**src/pcd_pkg.sv**
```systemverilog
// ----------------------------------------------------------------------------
// pcd_pkg
// Shared types and constants of the Prufer code decoder: field widths,
// controller states and the command and status groups between the modules.
// ----------------------------------------------------------------------------
package pcd_pkg;

	localparam int NODE_W        = 6;   // node label and edge end width
	localparam int CNT_W         = 6;   // occurrence count width
	localparam int NCNT_W        = 7;   // node count register width
	localparam int LOAD_W        = 6;   // loaded label and edge counters
	localparam int MAX_NODES_DEF = 64;
	localparam int NCNT_MIN      = 3;

	typedef enum logic [2:0] {
		ST_IDLE,
		ST_INC,
		ST_RD_LABEL,
		ST_RD_COUNT,
		ST_EMIT,
		ST_FIN_LO,
		ST_FIN_HI
	} state_t;

	typedef struct packed {
		logic load;      // store label, fetch its count
		logic bad;       // report a bad label, drop the load and clear the run state
		logic inc;       // write back incremented count
		logic rd_label;  // fetch stored label of the current edge
		logic rd_count;  // fetch count of that label
		logic emit;      // leaf search, emit edge, update flags
		logic fin_lo;    // find smaller remaining node
		logic fin_hi;    // find larger one, emit final edge
	} cmd_t;

	typedef struct packed {
		logic label_bad;
		logic load_full;
		logic edges_done;
	} status_t;

endpackage

```
**src/pcd_ctrl.sv**
```systemverilog
// ----------------------------------------------------------------------------
// pcd_ctrl
// Controller state machine: sequences label loading, the per-edge fetch and
// search steps and the final edge, issuing commands to the datapath.
// ----------------------------------------------------------------------------
module pcd_ctrl (
	input  logic             clk,
	input  logic             arst_n,
	input  logic             start,
	input  pcd_pkg::status_t status,
	output pcd_pkg::cmd_t    cmd,
	output logic             busy
);

	pcd_pkg::state_t state_q;
	pcd_pkg::state_t state_d;

	always_ff @(posedge clk or negedge arst_n) begin
		if (!arst_n) begin
			state_q <= pcd_pkg::ST_IDLE;
		end else begin
			state_q <= state_d;
		end
	end

	always_comb begin
		state_d = state_q;
		cmd     = '0;
		busy    = (state_q != pcd_pkg::ST_IDLE);
		unique case (state_q)
			pcd_pkg::ST_IDLE: begin
				if (start) begin
					if (status.label_bad) begin
						cmd.bad = 1'b1;
					end else begin
						cmd.load = 1'b1;
						state_d  = pcd_pkg::ST_INC;
					end
				end
			end
			pcd_pkg::ST_INC: begin
				cmd.inc = 1'b1;
				state_d = status.load_full ? pcd_pkg::ST_RD_LABEL : pcd_pkg::ST_IDLE;
			end
			pcd_pkg::ST_RD_LABEL: begin
				cmd.rd_label = 1'b1;
				state_d      = pcd_pkg::ST_RD_COUNT;
			end
			pcd_pkg::ST_RD_COUNT: begin
				cmd.rd_count = 1'b1;
				state_d      = pcd_pkg::ST_EMIT;
			end
			pcd_pkg::ST_EMIT: begin
				cmd.emit = 1'b1;
				state_d  = status.edges_done ? pcd_pkg::ST_FIN_LO : pcd_pkg::ST_RD_LABEL;
			end
			pcd_pkg::ST_FIN_LO: begin
				cmd.fin_lo = 1'b1;
				state_d    = pcd_pkg::ST_FIN_HI;
			end
			pcd_pkg::ST_FIN_HI: begin
				cmd.fin_hi = 1'b1;
				state_d    = pcd_pkg::ST_IDLE;
			end
			default: begin
				state_d = pcd_pkg::ST_IDLE;
			end
		endcase
	end

endmodule

```
**src/pcd_datapath.sv**
```systemverilog
// ----------------------------------------------------------------------------
// pcd_datapath
// Label store, occurrence count memory, nonzero and removed flags, leaf
// priority search and the registered result outputs.
// ----------------------------------------------------------------------------
module pcd_datapath #(
	parameter int MAX_NODES = pcd_pkg::MAX_NODES_DEF
) (
	input  logic                       clk,
	input  logic                       arst_n,
	input  logic                       cfg_we,
	input  logic [pcd_pkg::NCNT_W-1:0] cfg_wdata,
	input  logic [pcd_pkg::NODE_W-1:0] label,
	input  pcd_pkg::cmd_t              cmd,
	output pcd_pkg::status_t           status,
	output logic [pcd_pkg::NODE_W-1:0] node_a,
	output logic [pcd_pkg::NODE_W-1:0] node_b,
	output logic                       bad_label,
	output logic                       last,
	output logic                       result_strobe
);

	localparam int IDX_W  = $clog2(MAX_NODES);
	localparam int SDEPTH = MAX_NODES - 2;
	localparam int SA_W   = (SDEPTH > 1) ? $clog2(SDEPTH) : 1;
	localparam logic [pcd_pkg::NCNT_W-1:0] NCNT_MAX = pcd_pkg::NCNT_W'(MAX_NODES);
	localparam logic [pcd_pkg::NCNT_W-1:0] NCNT_LO  = pcd_pkg::NCNT_W'(pcd_pkg::NCNT_MIN);

	// lowest set bit, zero when none
	function automatic logic [IDX_W-1:0] find_first(input logic [MAX_NODES-1:0] v);
		logic [IDX_W-1:0] res;
		res = '0;
		for (int i = MAX_NODES - 1; i >= 0; i--) begin
			if (v[i]) begin
				res = IDX_W'(i);
			end
		end
		return res;
	endfunction

	logic [pcd_pkg::NCNT_W-1:0] node_cnt_q;
	logic [pcd_pkg::LOAD_W-1:0] loaded_q;
	logic [pcd_pkg::LOAD_W-1:0] edge_q;
	logic [MAX_NODES-1:0]       nz_q;
	logic [MAX_NODES-1:0]       removed_q;
	logic [IDX_W-1:0]           cur_q;
	logic [IDX_W-1:0]           a_q;
	logic [IDX_W-1:0]           lo_q;
	logic [pcd_pkg::NODE_W-1:0] store_mem [SDEPTH];
	logic [pcd_pkg::NODE_W-1:0] store_rd_q;
	logic [pcd_pkg::CNT_W-1:0]  occ_mem [MAX_NODES];
	logic [pcd_pkg::CNT_W-1:0]  occ_rd_q;
	logic                       strobe_q;

	logic [pcd_pkg::NCNT_W-1:0] len_w;
	logic [pcd_pkg::NCNT_W-1:0] cfg_clamp_w;
	logic [MAX_NODES-1:0]       rng_w;
	logic [MAX_NODES-1:0]       leaf_w;
	logic [MAX_NODES-1:0]       alive_w;
	logic [MAX_NODES-1:0]       alive_hi_w;
	logic [IDX_W-1:0]           leaf_idx_w;
	logic [IDX_W-1:0]           lo_idx_w;
	logic [IDX_W-1:0]           hi_idx_w;
	logic [IDX_W-1:0]           occ_raddr_w;
	logic [IDX_W-1:0]           occ_waddr_w;
	logic [pcd_pkg::CNT_W-1:0]  cnt_w;
	logic [pcd_pkg::CNT_W-1:0]  cnt_new_w;
	logic                       clr_w;

	assign len_w = node_cnt_q - pcd_pkg::NCNT_W'(2);
	assign clr_w = cfg_we | cmd.bad | cmd.fin_hi;

	always_comb begin
		if (cfg_wdata < NCNT_LO) begin
			cfg_clamp_w = NCNT_LO;
		end else if (cfg_wdata > NCNT_MAX) begin
			cfg_clamp_w = NCNT_MAX;
		end else begin
			cfg_clamp_w = cfg_wdata;
		end
	end

	assign status.label_bad  = ({1'b0, label} >= node_cnt_q);
	assign status.load_full  = (({1'b0, loaded_q} + pcd_pkg::NCNT_W'(1)) == len_w);
	assign status.edges_done = (({1'b0, edge_q} + pcd_pkg::NCNT_W'(1)) == len_w);

	always_comb begin
		for (int j = 0; j < MAX_NODES; j++) begin
			rng_w[j] = (pcd_pkg::NCNT_W'(j) < node_cnt_q);
		end
	end

	assign leaf_w     = ~removed_q & ~nz_q & rng_w;
	assign alive_w    = ~removed_q & rng_w;
	assign leaf_idx_w = find_first(leaf_w);
	assign lo_idx_w   = find_first(alive_w);

	always_comb begin
		alive_hi_w        = alive_w;
		alive_hi_w[lo_q]  = 1'b0;
	end
	assign hi_idx_w = find_first(alive_hi_w);

	// count read-modify-write; a clear flag means the entry is zero
	assign occ_raddr_w = cmd.load ? label[IDX_W-1:0] : store_rd_q[IDX_W-1:0];
	assign occ_waddr_w = cmd.inc ? cur_q : a_q;
	assign cnt_w       = nz_q[occ_waddr_w] ? occ_rd_q : '0;
	assign cnt_new_w   = cmd.inc ? (cnt_w + pcd_pkg::CNT_W'(1)) : (cnt_w - pcd_pkg::CNT_W'(1));

	always_ff @(posedge clk) begin
		occ_rd_q <= occ_mem[occ_raddr_w];
		if (cmd.inc || cmd.emit) begin
			occ_mem[occ_waddr_w] <= cnt_new_w;
		end
	end

	always_ff @(posedge clk) begin
		if (cmd.load) begin
			store_mem[loaded_q[SA_W-1:0]] <= label;
		end
		if (cmd.rd_label) begin
			store_rd_q <= store_mem[edge_q[SA_W-1:0]];
		end
	end

	always_ff @(posedge clk) begin
		if (cmd.load) begin
			cur_q <= label[IDX_W-1:0];
		end
		if (cmd.rd_count) begin
			a_q <= store_rd_q[IDX_W-1:0];
		end
		if (cmd.fin_lo) begin
			lo_q <= lo_idx_w;
		end
	end

	always_ff @(posedge clk or negedge arst_n) begin
		if (!arst_n) begin
			node_cnt_q <= NCNT_LO;
			loaded_q   <= '0;
			edge_q     <= '0;
			nz_q       <= '0;
			removed_q  <= '0;
		end else begin
			if (cfg_we) begin
				node_cnt_q <= cfg_clamp_w;
			end
			if (clr_w) begin
				loaded_q  <= '0;
				edge_q    <= '0;
				nz_q      <= '0;
				removed_q <= '0;
			end else begin
				if (cmd.inc) begin
					loaded_q    <= loaded_q + pcd_pkg::LOAD_W'(1);
					edge_q      <= '0;
					nz_q[cur_q] <= 1'b1;
				end
				if (cmd.emit) begin
					edge_q               <= edge_q + pcd_pkg::LOAD_W'(1);
					nz_q[a_q]            <= (cnt_new_w != '0);
					removed_q[leaf_idx_w] <= 1'b1;
				end
			end
		end
	end

	always_ff @(posedge clk or negedge arst_n) begin
		if (!arst_n) begin
			strobe_q <= 1'b0;
		end else begin
			strobe_q <= cmd.bad | cmd.emit | cmd.fin_hi;
		end
	end

	always_ff @(posedge clk) begin
		if (cmd.bad) begin
			node_a    <= '0;
			node_b    <= '0;
			bad_label <= 1'b1;
			last      <= 1'b1;
		end else if (cmd.emit) begin
			node_a    <= pcd_pkg::NODE_W'(a_q);
			node_b    <= pcd_pkg::NODE_W'(leaf_idx_w);
			bad_label <= 1'b0;
			last      <= 1'b0;
		end else if (cmd.fin_hi) begin
			node_a    <= pcd_pkg::NODE_W'(lo_q);
			node_b    <= pcd_pkg::NODE_W'(hi_idx_w);
			bad_label <= 1'b0;
			last      <= 1'b1;
		end
	end

	assign result_strobe = strobe_q;

endmodule

```
**src/prufer_code_decoder_unit.sv**
```systemverilog
// ----------------------------------------------------------------------------
// prufer_code_decoder_unit
// Prufer sequence decoder: loads node_count-2 labels, then emits the
// node_count-1 tree edges in order, final edge flagged by last.
// ----------------------------------------------------------------------------
//  channel   | handshake                 | payload
//  ----------+---------------------------+-------------------------------------
//  input     | start, busy               | label
//  result    | result_strobe (no stall)  | node_a, node_b, bad_label, last
//  config    | cfg_we                    | cfg_wdata (node_count)
//
//  a label transaction is a store write and count fetch, then the count
//  write-back; a bad label is reported in the next cycle
//  after the last label each edge is a label fetch, a count fetch and a leaf
//  search with flag update; the final edge is a search for the smaller and
//  then the larger remaining node; the receiver cannot stall the results
//  reset clears the run state and sets node_count to 3; busy is low after reset
// ----------------------------------------------------------------------------
module prufer_code_decoder_unit #(
	parameter int MAX_NODES = pcd_pkg::MAX_NODES_DEF
) (
	input  logic                       clk,
	input  logic                       arst_n,
	input  logic                       start,
	output logic                       busy,
	input  logic [pcd_pkg::NODE_W-1:0] label,
	input  logic                       cfg_we,
	input  logic [pcd_pkg::NCNT_W-1:0] cfg_wdata,
	output logic                       result_strobe,
	output logic [pcd_pkg::NODE_W-1:0] node_a,
	output logic [pcd_pkg::NODE_W-1:0] node_b,
	output logic                       bad_label,
	output logic                       last
);

	pcd_pkg::cmd_t    cmd;
	pcd_pkg::status_t status;

	pcd_ctrl u_ctrl (
		.clk    (clk),
		.arst_n (arst_n),
		.start  (start),
		.status (status),
		.cmd    (cmd),
		.busy   (busy)
	);

	pcd_datapath #(
		.MAX_NODES (MAX_NODES)
	) u_datapath (
		.clk           (clk),
		.arst_n        (arst_n),
		.cfg_we        (cfg_we),
		.cfg_wdata     (cfg_wdata),
		.label         (label),
		.cmd           (cmd),
		.status        (status),
		.node_a        (node_a),
		.node_b        (node_b),
		.bad_label     (bad_label),
		.last          (last),
		.result_strobe (result_strobe)
	);

	// a bad label is reported in the very next cycle
	a_bad_result: assert property (@(posedge clk) disable iff (!arst_n)
		start && !busy && status.label_bad |=> result_strobe && bad_label && last)
		else $error("bad label not reported");

	// the final edge arrives once the controller is back at rest
	a_final_idle: assert property (@(posedge clk) disable iff (!arst_n)
		result_strobe && last && !bad_label |-> !busy)
		else $error("final edge while still busy");

	// intermediate edges only while a run is in progress
	a_edge_busy: assert property (@(posedge clk) disable iff (!arst_n)
		result_strobe && !last |-> busy)
		else $error("edge transaction outside a run");

endmodule
```
**config.mk**
```make
export PLATFORM = sky130hd
export DESIGN_NAME = prufer_code_decoder_unit
export DESIGN_NICKNAME = d
export VERILOG_FILES = /design/src/pcd_pkg.sv /design/src/pcd_ctrl.sv /design/src/pcd_datapath.sv /design/src/prufer_code_decoder_unit.sv
export SDC_FILE = /design/constraint.sdc
export NUM_CORES = 2
export LEC_CHECK = 0
export BUFFER_PORTS_ARGS = -buffer_cell sky130_fd_sc_hd__buf_2
export CAP_MARGIN = 20
export CELL_PAD_IN_SITES_DETAIL_PLACEMENT = 0
export CELL_PAD_IN_SITES_GLOBAL_PLACEMENT = 1
export CORE_AREA = 2 2 366 259
export DETAILED_ROUTE_END_ITERATION = 8
export DIE_AREA = 0 0 368 261
export PLACE_DENSITY_LB_ADDON = 0.1
export SKIP_LAST_GASP = 1
export SLEW_MARGIN = 20
export SYNTH_ARGS = -nofsm -noshare
export SYNTH_HDL_FRONTEND = slang
export SYNTH_SLANG_ARGS = --single-unit
export TNS_END_PERCENT = 100
```
**constraint.sdc**
```tcl
create_clock -name clk -period 6.1 [get_ports clk]
set_input_delay 1.22 -clock clk [delete_from_list [all_inputs] [get_ports clk]]
set_output_delay 1.22 -clock clk [all_outputs]
set_load 0.005 [all_outputs]
```
Word-level counts from Yosys, hierarchy flattened. Memories as Yosys holds them, arrays and structs flattened. A register that Yosys moved wholly into a read port is not among the register bits. Cells that the tools add are included.

Register bits: 183. Bits in writable memories: 756. Output and inout bits: 16. Logic and storage cells: 391. Memories: 2.

Memory list: u_datapath.occ_mem (words 64, width 6, rd ports 1, clocked after Yosys merged registers in 1, write ports 1, RTL line pcd_datapath.sv:51) `logic [pcd_pkg::CNT_W-1:0] occ_mem [MAX_NODES];`; u_datapath.store_mem (words 62, width 6, rd ports 1, clocked after Yosys merged registers in 1, write ports 1, RTL line pcd_datapath.sv:49) `logic [pcd_pkg::NODE_W-1:0] store_mem [SDEPTH];`.

Add/sub/neg operators: 7. $lt $le $gt $ge: 76. Equal/unequal tests: 10. Multiplexer cells: 246. Bitwise operators: 13. Reductions and logical operators: 18.

Operators with widths (count): 6-bit two-way mux (173); 64-bit two-way mux (6); 64-bit bitwise AND (4); 6-bit by 7-bit < comparator with 1-bit output, first input constant (32); 64-bit inverter (3); 64-bit bitwise OR (2); 5-bit by 7-bit < comparator with 1-bit output, first input constant (16); 5-bit two-way mux (16); 64-bit bitwise mux (1); 4-bit by 7-bit < comparator with 1-bit output, first input constant (8); 6-bit by 7-bit < comparator with 1-bit output, second input constant (5); 4-bit two-way mux (8); 32-bit OR reduction (1); 3-bit by 7-bit < comparator with 1-bit output, first input constant (4); 1-bit demux with 6-bit select (4); 6-bit by 1-bit >= comparator with 1-bit output, second input constant (4); 1-bit two-way mux (22); 3-bit two-way mux (7); 6-bit by 1-bit adder with 6-bit output, second input constant (3); 3-bit one-hot mux with 6 select lines (1); 16-bit OR reduction (1); 6-bit by 1-bit adder with 7-bit output, second input constant (2); 7-bit equality test (2); 1-bit by 7-bit < comparator with 1-bit output, first input constant (2); 24 further kinds (43).

Depth between registers and ports, before layout.
Depth after elaboration: 74. Depth in mapped cells: 23. Mapped depth without buffers: 19.

By module. From an unflattened synthesis, not the netlist that was laid out.

Cell total of the unflattened synthesis: 3262. Area total of the unflattened synthesis: 44642.8 um^2.

By module, submodules not included: pcd_datapath (instances 1, cells each 3235, area each 44391.3 um^2, seq. area each 27528.9 um^2); pcd_ctrl (instances 1, cells each 27, area each 251.5 um^2, seq. area each 75.1 um^2).

Least setup slack after synthesis. Ideal clock, no wire load.

Path kind: reg2reg. Start: reg u_ctrl.state_q[1]. End: reg u_datapath.nz_q[33]. Setup time: 0.082 ns. Arrival: 6.530 ns. Required time: 6.018 ns. Setup slack: -0.511 ns. Stages on the path, launching flop included: 23. Clock period less this slack: 6.611 ns. Cell sequence: dfrtp_1 buf_2 nor3b_4 inv_2 buf_4 clkbuf_1 a32oi_1 nor2_1 o41ai_1 o211ai_1 nand3b_1 and2_1 nand2_1 inv_1 fa_1 a21o_1 a21oi_1 xnor2_1 nor3b_1 o31ai_1 a31oi_4 buf_4 a31oi_1.

Word-level cells in the longest chain between the ends: 12.

Ends and longest elaborated chain: start: declaration (RTL line pcd_ctrl.sv:15) `pcd_pkg::state_t state_q;`; start signal: assignment (RTL line pcd_ctrl.sv:20) `state_q <= pcd_pkg::ST_IDLE;`; start signal: assignment (RTL line pcd_ctrl.sv:22) `state_q <= state_d;`; 3-bit by 1-bit equality test with 1-bit output * (RTL line pcd_ctrl.sv:30) `unique case (state_q)`; 1-bit two-way mux * (RTL line pcd_ctrl.sv:30); 6-bit two-way mux (RTL line pcd_datapath.sv:106) `assign occ_waddr_w = cmd.inc ? cur_q : a_q;`; 1-bit binary-select mux with 6-bit select (RTL line pcd_datapath.sv:107) `assign cnt_w = nz_q[occ_waddr_w] ? occ_rd_q : '0;`; 1-bit two-way mux (not written as such) (RTL line pcd_datapath.sv:107); 6-bit two-way mux (RTL line pcd_datapath.sv:107); 6-bit by 1-bit subtractor with 6-bit output or 6-bit by 1-bit adder with 6-bit output (tied branches) (RTL line pcd_datapath.sv:108) `assign cnt_new_w = cmd.inc ? (cnt_w + pcd_pkg::CNT_W'(1)) : (cnt_w - pcd_pkg::CNT_W'(1));`; 6-bit two-way mux * (RTL line pcd_datapath.sv:108); net u_datapath.cnt_new_w, one bit (RTL line pcd_datapath.sv:67) `logic [pcd_pkg::CNT_W-1:0] cnt_new_w;`; 6-bit nonzero test * (RTL line pcd_datapath.sv:162) `nz_q[a_q] <= (cnt_new_w != '0);`; 64-bit bitwise mux * (RTL line pcd_datapath.sv:162); 64-bit two-way mux * (RTL line pcd_datapath.sv:160) `if (cmd.emit) begin`; 64-bit two-way mux * (RTL line pcd_datapath.sv:149) `if (clr_w) begin`; end signal: indexed assignment (RTL line pcd_datapath.sv:162); end: declaration (RTL line pcd_datapath.sv:44) `logic [MAX_NODES-1:0] nz_q;`.

The timed path passes the listed nets; every way through them passes the cells marked *. The select of a mux whose other input is x is not followed. A chain may end at the register's enable or synchronous reset.

Final worst setup path.
Start: reg u_ctrl.state_q[2]. End: mem u_datapath.occ_mem[7][5] in the netlist's numbering (data pin).

Word-level cells in the longest chain between the ends: 8.

Ends and longest elaborated chain (RTL line): 3-bit by 1-bit equality test with 1-bit output * (pcd_ctrl.sv:30); 1-bit two-way mux * (pcd_ctrl.sv:30); 6-bit two-way mux (pcd_datapath.sv:106); 1-bit binary-select mux with 6-bit select (pcd_datapath.sv:107); 1-bit two-way mux (not written as such) (pcd_datapath.sv:107); 6-bit two-way mux (pcd_datapath.sv:107); 6-bit by 1-bit subtractor with 6-bit output or 6-bit by 1-bit adder with 6-bit output (tied branches) (pcd_datapath.sv:108); 6-bit two-way mux * (pcd_datapath.sv:108); net u_datapath.cnt_new_w, one bit (pcd_datapath.sv:67); end: declaration (pcd_datapath.sv:51).

Marked as above.

==> impl_metrics.csv <==
group,metric,value,unit
status,status,"complete, no violations",
sta,skew,0.0706,ns
logic_synthesis,synth_warnings,0,
worst_hold_path,hp-class,"reg2reg",
route,wl,144000,um
cts,clkLatencyLatePin,0.73,ns
die,core_area,92900,um^2
logic_synthesis,ys_seq_area_share,62.6,%
die,initial_core_util,47.5,%
sta,rsz0062_at_grt,"no",
logic_synthesis,synth_area,44100,um^2
power_and_ir_drop,vdd_drop_max,0.000780,V
logic_synthesis,synth_top_family_by_area,"compound AO/OA/AOI/OAI gates",
sta,final_max_slew_viol_count,0,
grt,grt_use_total,30.0,%
logic_synthesis,synthMuxAreaShare,10.2,%
critical_path,crit_path_max_fanout,64,
cells_and_area,final_util,52.9,%
logic_synthesis,synthXorXnorAreaFrac,0.615,%
critical_path,reg2reg_from,"u_ctrl.state_q[2]",
cells_and_area,nets,3433,
cts,cts-buffers-inserted,91,
sta,min_period_over_period,92.2,%
route,ant_nets,0,
cells_and_area,fin_area,49200,um^2
cells_and_area,layout_commonest_cell,"edfxtp_1",
cts,cts_sinks,951,
cts,clk_pin_slew,0.06,ns
flow_run,drv_cap,0,
sta,slew_headroom,22.6,%
cells_and_area,n_antenna_cell,0,
grt,antenna_found_initial,1,
critical_path,endpoint_kind,"register",
die,die_y,261,um
logic_synthesis,synthSimpleGateAreaFrac,11.7,%
grt,gr-total-overflow,0,
worst_hold_path,hold_start,"u_datapath.bad_label",
critical_path,start_kind,"register",
route,via_count,31206,
sta,fmax,178,MHz
cells_and_area,syn2layout_area_growth,11.5,%
power_and_ir_drop,power.density,412,nW/um^2
placement,dp_hpwl,104000,um
die,die_area,96000,um^2
cells_and_area,final_cell_mix,"780 x edfxtp_1, 318 x nor2_1, 296 x nand2_1",
logic_synthesis,yosysUniqueCellTypes,99,
critical_path,criticalPathCategory,"reg2reg",
placement,place_area,46100,um^2
route,post_drt_via_cell_ratio,6.61,
placement,portBuffers,32,
route,drt_iter0_drc,4522,
critical_path,cp.arrival,6.02,ns
cts,post-cts-setup-buffers,0,
die,rows,94,
power_and_ir_drop,p_total,20.2,mW
grt,grt_pass1_vias,29954,
cts,clock_path_buffers,3,
logic_synthesis,synth_edf_count,780,
placement,place_congestion,1.03,
sta,tightest_slew,1.16,ns
logic_synthesis,synth-seq-cells,951,
sta,min_period,5.62,ns
die,ioPinCount,33,
cts,post_cts_resized,0,
grt,grt_max_degree,82,
logic_synthesis,synth.net_count,3385,
logic_synthesis,synthAdderAreaFrac,0.528,%
cts,cts_root_buf,"clkbuf_16",
die,die_w,368,um
logic_synthesis,synth_top_flop_cell,"edfxtp_1",
cts,h-tree-depth,3,
sta,setup_viol,0,
power_and_ir_drop,p_leak,16.3,nW
cells_and_area,layout-drive-gt1-share,16.6,%
logic_synthesis,syn_area_per_cell,13.2,um^2
critical_path,worstSetupStartpoint,"u_ctrl.state_q[2]",
logic_synthesis,ys_async_sr_fraction,15.9,%
route,first_pass_iters,6,
sta,hold_slack,0.447,ns
grt,grt_pass1_wl,210000,um
cts,cts_tree,"done",
critical_path,required,6.49,ns
logic_synthesis,synth-compound-area-share,12.1,%
cts,ctsHoldBuffers,0,
route,wl_per_cell,30.6,um
sta,hold_violations,0,
route,drc_errors,0,
logic_synthesis,synth_cells,3350,
sta,final.setup.tns,0,ns
Yosys cell counts (40+ instances only):
master	count	area, um^2
edfxtp_1	780	23400
nor2_1	318	1190
nand2_1	297	1110
mux4_2	169	3810
a21oi_1	157	786
o21ai_0	154	771
dfrtp_1	149	3730
clkbuf_1	131	492
nor3_1	92	460
o22ai_1	84	526
nand3_1	76	380
inv_1	50	188
mux2i_1	47	470
a21o_1	42	315
a31oi_1	42	263
a22o_1	40	350
registers in the layout, indices dropped and copies added (netlist names), 7 cells and up:
name,count
u_datapath.removed_q,64
u_datapath.occ_mem,384
u_datapath.nz_q,64
u_datapath.store_mem,372
u_datapath.node_cnt_q,7
per-stage QoR:
| stage | setup WS [ns] | std cells |
|---|---|---|
| finish | 0.477 | 4723 |
| global placement | 0.384 | 4551 |
| global route | 0.0698 | 4723 |
| detailed placement | 0.267 | 4553 |
| CTS | 0.229 | 4723 |
| floorplan | 0.143 | 3350 |
cell type report:
cell class,instances,area [um^2]
Timing Repair Buffer,153,1140
Inverter,51,191
Fill cell,7792,43700
Multi-Input combinational cell,2150,15700
Tap cell,1248,1560
Sequential cell,951,27600
Clock buffer,107,2380
Clock inverter,63,638
routing by layer:
layer / track usage, % / wire [um]
met5: 0 / 0
met4: 7.94 / 3860
met3: 6.86 / 14700
met2: 42.6 / 60800
met1: 46.3 / 65000
cells by family (layout without fill, tap and decap cells):
family | after synthesis | count (layout)
flops | 951 | 951
simple gates | 1071 | 1071
compound gates | 795 | 795
xor+xnor | 31 | 31
buf+inv | 249 | 374
fa+ha+maj | 18 | 18
mux | 235 | 235
power by group:
part           leakage, nW  switching, mW  internal [mW]
sequential            9.24          0.173           8.87
combinational         5.65           3.99           1.46
clock                 1.45           2.58           3.17
critical path, stage by stage (launching register included):
cell       delay (ns)
dfrtp_1          0.59
nor3b_4          0.09
inv_2            0.09
buf_4            0.29
buf_4            0.28
mux2i_4          0.32
o22ai_1          0.13
a2111oi_2        0.30
o22ai_1          0.15
nor4_4           0.53
and3_1           0.23
ha_1             0.30
a21o_1           0.18
nand2_1          0.06
inv_1            0.13
o21ai_0          0.09
nand2b_1         0.17
nor3_1           0.10
and3_1           0.20
a41oi_1          0.32
and3_4           0.71
worst paths after layout:
path                                       endpoint  slack [ns]  depth (start not counted)
min in group asynchronous       u_datapath.nz_q[53]        0.56                          1
max reg2reg                u_datapath.occ_mem[7][5]        0.48                         20
min reg2reg                    u_datapath.bad_label        0.45                          2
max in group asynchronous      u_datapath.edge_q[0]        4.41                          2
min                            u_datapath.bad_label        0.45                          2
max                        u_datapath.occ_mem[7][5]        0.48                         20
(Power assumes the default switching activity.)
